[config.mk]
export PLATFORM = sky130hd
export DESIGN_NAME = fixed_point_biquad_filter_top
export DESIGN_NICKNAME = d
export VERILOG_FILES = /design/src/rtl/core/fpbq_pkg.sv /design/src/rtl/core/fpbq_coef_regs.sv /design/src/rtl/core/fpbq_mac.sv /design/src/rtl/core/fixed_point_biquad_filter_top.sv
export SDC_FILE = /design/constraint.sdc
export NUM_CORES = 2
export LEC_CHECK = 0
export ABC_AREA = 0
export BUFFER_PORTS_ARGS = -buffer_cell sky130_fd_sc_hd__clkbuf_2
export CORE_ASPECT_RATIO = 0.9
export CORE_MARGIN = 10
export CORE_UTILIZATION = 35
export DETAILED_ROUTE_END_ITERATION = 16
export MAX_ROUTING_LAYER = met4
export SYNTH_ARGS = -nofsm -noshare
export SYNTH_HDL_FRONTEND = slang
export SYNTH_SLANG_ARGS = --single-unit
[constraint.sdc]
create_clock -name clk -period 8.9 [get_ports clk]
set_clock_uncertainty 0.1 [all_clocks]
set_input_delay 0.89 -clock clk [delete_from_list [all_inputs] [get_ports clk]]
set_output_delay 0.89 -clock clk [all_outputs]
set_load 0.01 [all_outputs]
[src/rtl/core/fpbq_pkg.sv]
// Shared types and constants for the fixed-point biquad filter.
`default_nettype none

package fpbq_pkg;

  // Data widths of samples, coefficients and the wrapping accumulator.
  localparam int SAMPLE_W  = 16;
  localparam int COEF_W    = 16;
  localparam int ACC_W     = 32;
  localparam int ACC_SHIFT = 2;

  // Output sample is taken from this bit of the accumulator upward.
  localparam int OUT_LSB   = ACC_W - ACC_SHIFT - SAMPLE_W;

  // Configuration register index width and register map.
  localparam int CFG_IDX_W = 3;

  typedef enum logic [CFG_IDX_W-1:0] {
    REG_COEF_X0 = 3'd0,
    REG_COEF_X1 = 3'd1,
    REG_COEF_X2 = 3'd2,
    REG_COEF_Y1 = 3'd3,
    REG_COEF_Y2 = 3'd4
  } reg_idx_t;

  typedef logic signed [SAMPLE_W-1:0] sample_t;
  typedef logic signed [COEF_W-1:0]   coef_t;
  typedef logic signed [ACC_W-1:0]    acc_t;

  // Full coefficient set handed from the register bank to the datapath.
  typedef struct packed {
    coef_t x0;
    coef_t x1;
    coef_t x2;
    coef_t y1;
    coef_t y2;
  } coef_set_t;

endpackage

`default_nettype wire

[src/rtl/core/fpbq_coef_regs.sv]
// Coefficient register bank written through the configuration port.
`default_nettype none

module fpbq_coef_regs (
  input  wire logic                         clk,
  input  wire logic                         rst_n,
  input  wire logic                         cfg_we,
  input  wire logic [fpbq_pkg::CFG_IDX_W-1:0] cfg_index,
  input  wire logic [fpbq_pkg::COEF_W-1:0]  cfg_wdata,
  output fpbq_pkg::coef_set_t               coefs
);
  import fpbq_pkg::*;

  coef_set_t coefs_r;
  coef_set_t coefs_nxt;

  // Decode the register index; indexes past the map are dropped.
  always_comb begin
    coefs_nxt = coefs_r;
    if (cfg_we) begin
      case (cfg_index)
        REG_COEF_X0: coefs_nxt.x0 = coef_t'(cfg_wdata);
        REG_COEF_X1: coefs_nxt.x1 = coef_t'(cfg_wdata);
        REG_COEF_X2: coefs_nxt.x2 = coef_t'(cfg_wdata);
        REG_COEF_Y1: coefs_nxt.y1 = coef_t'(cfg_wdata);
        REG_COEF_Y2: coefs_nxt.y2 = coef_t'(cfg_wdata);
        default:     coefs_nxt = coefs_r;
      endcase
    end
  end

  // All coefficients clear to zero at reset.
  always_ff @(posedge clk) begin
    if (!rst_n) begin
      coefs_r <= '0;
    end else begin
      coefs_r <= coefs_nxt;
    end
  end

  assign coefs = coefs_r;

endmodule

`default_nettype wire

[src/rtl/core/fpbq_mac.sv]
// Biquad multiply-accumulate datapath with input and output history.
`default_nettype none

module fpbq_mac (
  input  wire logic                clk,
  input  wire logic                rst_n,
  input  wire logic                advance,
  input  wire fpbq_pkg::sample_t   x,
  input  wire fpbq_pkg::coef_set_t coefs,
  output fpbq_pkg::sample_t        y
);
  import fpbq_pkg::*;

  sample_t prev_in1_r;
  sample_t prev_in2_r;
  sample_t prev_out1_r;
  sample_t prev_out2_r;

  acc_t p_x0;
  acc_t p_x1;
  acc_t p_x2;
  acc_t p_y1;
  acc_t p_y2;
  acc_t acc;
  acc_t acc_shifted;

  // Five signed 16x16 products; each fits in 32 bits exactly.
  assign p_x0 = acc_t'(x)           * acc_t'(coefs.x0);
  assign p_x1 = acc_t'(prev_in1_r)  * acc_t'(coefs.x1);
  assign p_x2 = acc_t'(prev_in2_r)  * acc_t'(coefs.x2);
  assign p_y1 = acc_t'(prev_out1_r) * acc_t'(coefs.y1);
  assign p_y2 = acc_t'(prev_out2_r) * acc_t'(coefs.y2);

  // Feedforward minus feedback, wrapping modulo 2^32, then the Q14 scale.
  assign acc         = (p_x0 + p_x1) + (p_x2 - p_y1) - p_y2;
  assign acc_shifted = acc <<< ACC_SHIFT;
  assign y           = sample_t'(acc_shifted[ACC_W-1 -: SAMPLE_W]);

  // The sample histories shift by one each time a word completes.
  always_ff @(posedge clk) begin
    if (!rst_n) begin
      prev_in1_r  <= '0;
      prev_in2_r  <= '0;
      prev_out1_r <= '0;
      prev_out2_r <= '0;
    end else if (advance) begin
      prev_in2_r  <= prev_in1_r;
      prev_in1_r  <= x;
      prev_out2_r <= prev_out1_r;
      prev_out1_r <= y;
    end
  end

endmodule

`default_nettype wire

[src/rtl/core/fixed_point_biquad_filter_top.sv]
// Top level of the fixed-point direct-form-I biquad filter.
//
//  Channel  | Direction | Handshake            | Payload
//  ---------+-----------+----------------------+--------------------------
//  in       | input     | in_valid / in_stall  | in_sample_in  (s16)
//  out      | output    | out_valid / out_stall| out_sample_out (s16)
//  cfg      | input     | cfg_we               | cfg_index, cfg_wdata
//
// One word per cycle is sustained while the output is not stalled; a word taken
// waits in the input register and its result then goes to the output register.
// The input register holds one word while the output register waits, so a
// new word is taken while a finished result is still stalled.
// The history feedback path through the multiplies and the adder tree is
// combinational. Synchronous reset clears coefficients, history, valids.
`default_nettype none

module fixed_point_biquad_filter_top (
  input  wire logic                           clk,
  input  wire logic                           rst_n,
  input  wire logic                           in_valid,
  output logic                                in_stall,
  input  wire fpbq_pkg::sample_t              in_sample_in,
  output logic                                out_valid,
  input  wire logic                           out_stall,
  output fpbq_pkg::sample_t                   out_sample_out,
  input  wire logic                           cfg_we,
  input  wire logic [fpbq_pkg::CFG_IDX_W-1:0] cfg_index,
  input  wire logic [fpbq_pkg::COEF_W-1:0]    cfg_wdata
);
  import fpbq_pkg::*;

  coef_set_t coefs;
  sample_t   y;

  logic    s1_valid_r;
  logic    s1_valid_nxt;
  sample_t s1_x_r;
  logic    out_valid_r;
  logic    out_valid_nxt;
  sample_t out_sample_r;

  logic in_accept;
  logic out_free;
  logic s1_fire;

  // Coefficient storage.
  fpbq_coef_regs u_coef_regs (
    .clk       (clk),
    .rst_n     (rst_n),
    .cfg_we    (cfg_we),
    .cfg_index (cfg_index),
    .cfg_wdata (cfg_wdata),
    .coefs     (coefs)
  );

  // Filter arithmetic; history advances when the input word moves on.
  fpbq_mac u_mac (
    .clk     (clk),
    .rst_n   (rst_n),
    .advance (s1_fire),
    .x       (s1_x_r),
    .coefs   (coefs),
    .y       (y)
  );

  // Handshake control between the input register and the output register.
  assign out_free  = !out_valid_r || !out_stall;
  assign s1_fire   = s1_valid_r && out_free;
  assign in_stall  = s1_valid_r && !out_free;
  assign in_accept = in_valid && !in_stall;

  always_comb begin
    s1_valid_nxt = s1_valid_r;
    if (in_accept) begin
      s1_valid_nxt = 1'b1;
    end else if (s1_fire) begin
      s1_valid_nxt = 1'b0;
    end
  end

  always_comb begin
    out_valid_nxt = out_valid_r;
    if (s1_fire) begin
      out_valid_nxt = 1'b1;
    end else if (out_valid_r && !out_stall) begin
      out_valid_nxt = 1'b0;
    end
  end

  // Valid flags.
  always_ff @(posedge clk) begin
    if (!rst_n) begin
      s1_valid_r  <= 1'b0;
      out_valid_r <= 1'b0;
    end else begin
      s1_valid_r  <= s1_valid_nxt;
      out_valid_r <= out_valid_nxt;
    end
  end

  // Payload registers.
  always_ff @(posedge clk) begin
    if (in_accept) begin
      s1_x_r <= in_sample_in;
    end
    if (s1_fire) begin
      out_sample_r <= y;
    end
  end

  assign out_valid      = out_valid_r;
  assign out_sample_out = out_sample_r;

  // The input side only stalls while a word is held in the input register.
  a_stall_needs_word: assert property (@(posedge clk) disable iff (!rst_n)
    in_stall |-> s1_valid_r)
    else $error("input stalled with an empty input register");

  // A word leaving the input register always lands in the output register.
  a_fire_fills_out: assert property (@(posedge clk) disable iff (!rst_n)
    s1_fire |=> out_valid_r)
    else $error("output register empty after a transfer");

  // A held input word keeps its value until it moves on.
  a_s1_holds: assert property (@(posedge clk) disable iff (!rst_n)
    (s1_valid_r && !s1_fire) |=> (s1_valid_r && $stable(s1_x_r)))
    else $error("held input word lost or changed");

  // Reset leaves both stages empty.
  a_reset_empty: assert property (@(posedge clk)
    !rst_n |=> (!s1_valid_r && !out_valid_r))
    else $error("stage valid after reset");

endmodule

`default_nettype wire
==> flow_summary_export.csv <==
group,metric,value,unit
sta,setup_viol,0,
critical_path,critPathSlowestCell,"fa_1",
critical_path,cp_slowest_stage_delay,0.62,ns
clock_network,clockBufferDepth,2,
floorplan,die_w,433,um
critical_path,end_kind,"flop",
drt,ant_nets,0,
worst_hold_path,hold_class,"flop to flop",
cells_and_area,nNetsFinal,7592,
run_status,status,"finished clean",
synth,synthXorXnorAreaFrac,1.82,%
synth,yosys.area_share.simple,14.6,%
synth,synth_top_family_by_area,"adder cells",
clock_network,hold_buffers,0,
cells_and_area,drive_gt1_share,7.95,%
drt,vias_per_cell,4.63,
place,numPortBuffers,57,
critical_path,cpMostUsedCell,"fa_1",
clock_network,cts.reportedPaths.clkPinSlew,0.08,ns
place,hpwl,132000,um
global_routing,grt_pass1_vias,40100,
synth,async_reset_ff_share,0,%
cells_and_area,syn_to_final_growth,9.28,%
critical_path,crit_fanout,10,
synth,synth_edf_count,32,
drt,first_iter_violations,2612,
power,ir_drop,0.000685,V
global_routing,grt_max_degree,98,
drt,firstDrtPassIters,5,
synth,seq_area_frac_synth,7.22,%
global_routing,grt_pass1_wl,241000,um
drt,vias,36200,
floorplan,io_pins,58,
clock_network,cts_tree,"done",
critical_path,path_class,"flop to flop",
global_routing,overflow,0,
clock_network,cts_root_buf,"clkbuf_16",
floorplan,core_area,0.153,mm^2
synth,syn_area,0.0538,mm^2
synth,synthCells,5683,
synth,ys_types,45,
sta,fin_crit_sh,97.5,%
synth,yosys_warnings,0,
clock_network,cts_inserted_buffers,17,
place,gp_congestion,0.905,
sta,worst_pin_slew,1.22,ns
global_routing,grt_use_total,19.0,%
sta,hold_viol,0,
critical_path,cp.arrival,9.00,ns
synth,yosys_most_used_dff,"dfxtp_1",
cells_and_area,layoutNonFillerInstCount,7826,
flow_run,cap_violations,0,
power,power.static_leakage,28.6,nW
global_routing,antenna_found_initial,1,
clock_network,cts.sinks,178,
critical_path,worst-path-buf-inv,8,
sta,fmax,115,MHz
synth,syn_nets,7464,
power,finalPower,13.2,mW
synth,synth-seq-cells,178,
critical_path,worstSetupStartpointType,"flop",
synth,synth_mux_area_share,0.0768,%
floorplan,fp-row-count,136,
power,p_per_area,225,mW/mm^2
floorplan,start_util,35.2,%
clock_network,cts-htree-levels,4,
synth,synth_compound_area_share,2.45,%
synth,avgSynthCellArea,9.46,um^2
drt,wire_per_inst,19.1,um
drt,routed_wl,149000,um
drt,route.detailed.drc,0,
floorplan,die_area,0.170,mm^2
sta,hold_ws,0.379,ns
floorplan,die_y,392,um
critical_path,crit_family,"adder cells",
synth,yosys.area_share.adder,60.7,%
clock_network,insertion_delay,0.52,ns
critical_path,critical_path_required,9.23,ns
sta,relSlewSlack,18.8,%
sta,min_period,8.67,ns
place,place_inst,7768,
sta,slew_viol_final,0,
-- synth_stat cells, types with 4 or more instances --
master	n	area, um^2
ha_1	291	3640
a21oi_1	16	80.1
clkbuf_1	221	830
xor2_1	19	166
dfxtp_1	146	2920
nand2b_1	32	200
o21ai_0	9	45.0
a31o_2	4	35.0
inv_1	1642	6160
a21boi_0	134	1010
and2_1	629	3940
fa_1	1450	29000
xnor2_1	82	718
nor2_1	7	26.3
nand2_1	857	3220
edfxtp_1	32	961
nand3_1	5	25.0
nor2b_1	53	332
and3_1	9	56.3
-- per-layer routing --
metal	wire [um]	global-route usage, %	up-vias
li1	-	-	16100
met1	65500	25.9	19100
met2	72400	30.9	917
met3	7230	1.54	134
met4	4290	4.78	0
met5	0	-	-
-- cell families (layout without fill, tap and decap cells) --
family,after synthesis,count (layout)
AO/OA/AOI/OAI,183,183
flip-flops,178,178
AND/OR/NAND/NOR,1602,1602
XOR/XNOR,105,105
adder cells (fa/ha/maj),1741,1741
multiplexers,4,4
other,0,1
buffers and inverters,1870,2011
-- layout make-up --
type | instances | area (um^2)
fillers | 15200 | 93900
multi-input cells | 3635 | 43000
inverters | 1642 | 6170
flip-flops and latches | 178 | 3950
repair buffers | 337 | 2610
well taps | 2001 | 2500
clock buffers | 23 | 459
clock inverters | 9 | 56.3
diodes | 1 | 2.50
-- worst register-to-register path, cell delays in order (launching register included) --
cell	delay, ns
dfxtp_1	0.60
buf_4	0.27
nand2_1	0.09
fa_1	0.51
inv_1	0.05
fa_1	0.55
inv_1	0.07
fa_1	0.53
inv_1	0.05
fa_1	0.47
fa_1	0.62
fa_1	0.49
fa_1	0.59
fa_1	0.45
fa_1	0.49
inv_1	0.05
fa_1	0.51
inv_1	0.05
ha_1	0.29
buf_4	0.17
a221oi_2	0.25
buf_4	0.18
o22ai_2	0.13
or3_4	0.40
a31oi_4	0.21
xnor2_2	0.14
nand2_1	0.08
a21boi_1	0.20
-- cell usage in the layout (no fill, tap or decap), drive strengths merged, types with 2 or more instances in the layout --
cell type,instances
inv,1644
fa,1450
nand2,857
and2,629
ha,291
buf,281
dfxtp,146
a21boi,135
xnor2,82
clkbuf,79
nor2b,53
nand2b,32
edfxtp,32
xor2,19
a21oi,16
and3,9
o21ai,9
nor2,7
clkinv,6
nand3,5
a31o,4
nand4,3
a21o,3
o21a,3
mux2i,3
o21bai,3
xor3,2
or2,2
xnor3,2
o22ai,2
a31oi,2
nor3,2
-- path summary, 6_finish.rpt --
| kind | slack (ns) | from | endpoint | depth (start not counted) |
|---|---|---|---|---|
| setup / recovery | 0.23 | u_mac.prev_in1_r[10] | u_mac.prev_out1_r[15] | 27 |
| hold / removal | 0.38 | u_coef_regs.coefs[22] | u_coef_regs.coefs[22] | 2 |
| setup reg to reg | 0.23 | u_mac.prev_in1_r[10] | u_mac.prev_out1_r[15] | 27 |
| hold reg to reg | 0.38 | u_coef_regs.coefs[22] | u_coef_regs.coefs[22] | 2 |
-- through the flow --
step / setup slack, ns / setup TNS [ns] / util (%) / area (um^2)
3_3_place_gp: -0.0600 / -0.119 / 37.9 / 57800
5_1_grt: -0.0593 / -0.189 / 38.5 / 58800
3_5_place_dp: -0.126 / -0.366 / 37.9 / 57800
4_1_cts: 0.0357 / 0 / 38.2 / 58400
6_report: 0.226 / 0 / 38.5 / 58800
2_1_floorplan: 0.460 / 0 / - / 53800
-- registers in the layout (all words and copies together), names as in the netlist --
signal,flops
u_coef_regs.coefs,80
u_mac.prev_in1_r,16
u_mac.prev_out1_r,16
s1_x_r,16
out_sample_out,16
out_valid,1
u_mac.prev_in2_r,16
u_mac.prev_out2_r,16
s1_valid_r,1
-- power breakdown --
part | switching (mW) | total, mW | internal [mW] | leakage, nW
registers | 0.129 | 1.38 | 1.26 | 1.51
clock network | 0.420 | 0.786 | 0.366 | 0.263
logic | 6.19 | 11.1 | 4.88 | 26.8
-- repair_timing --
item	CTS	global route
resized for setup	7	95
pin swaps	1	17
endpoints found under the setup margin	6	21
buffers inserted	4	20
cloned	0	1
No activity file was read; power rests on OpenSTA's default activity.
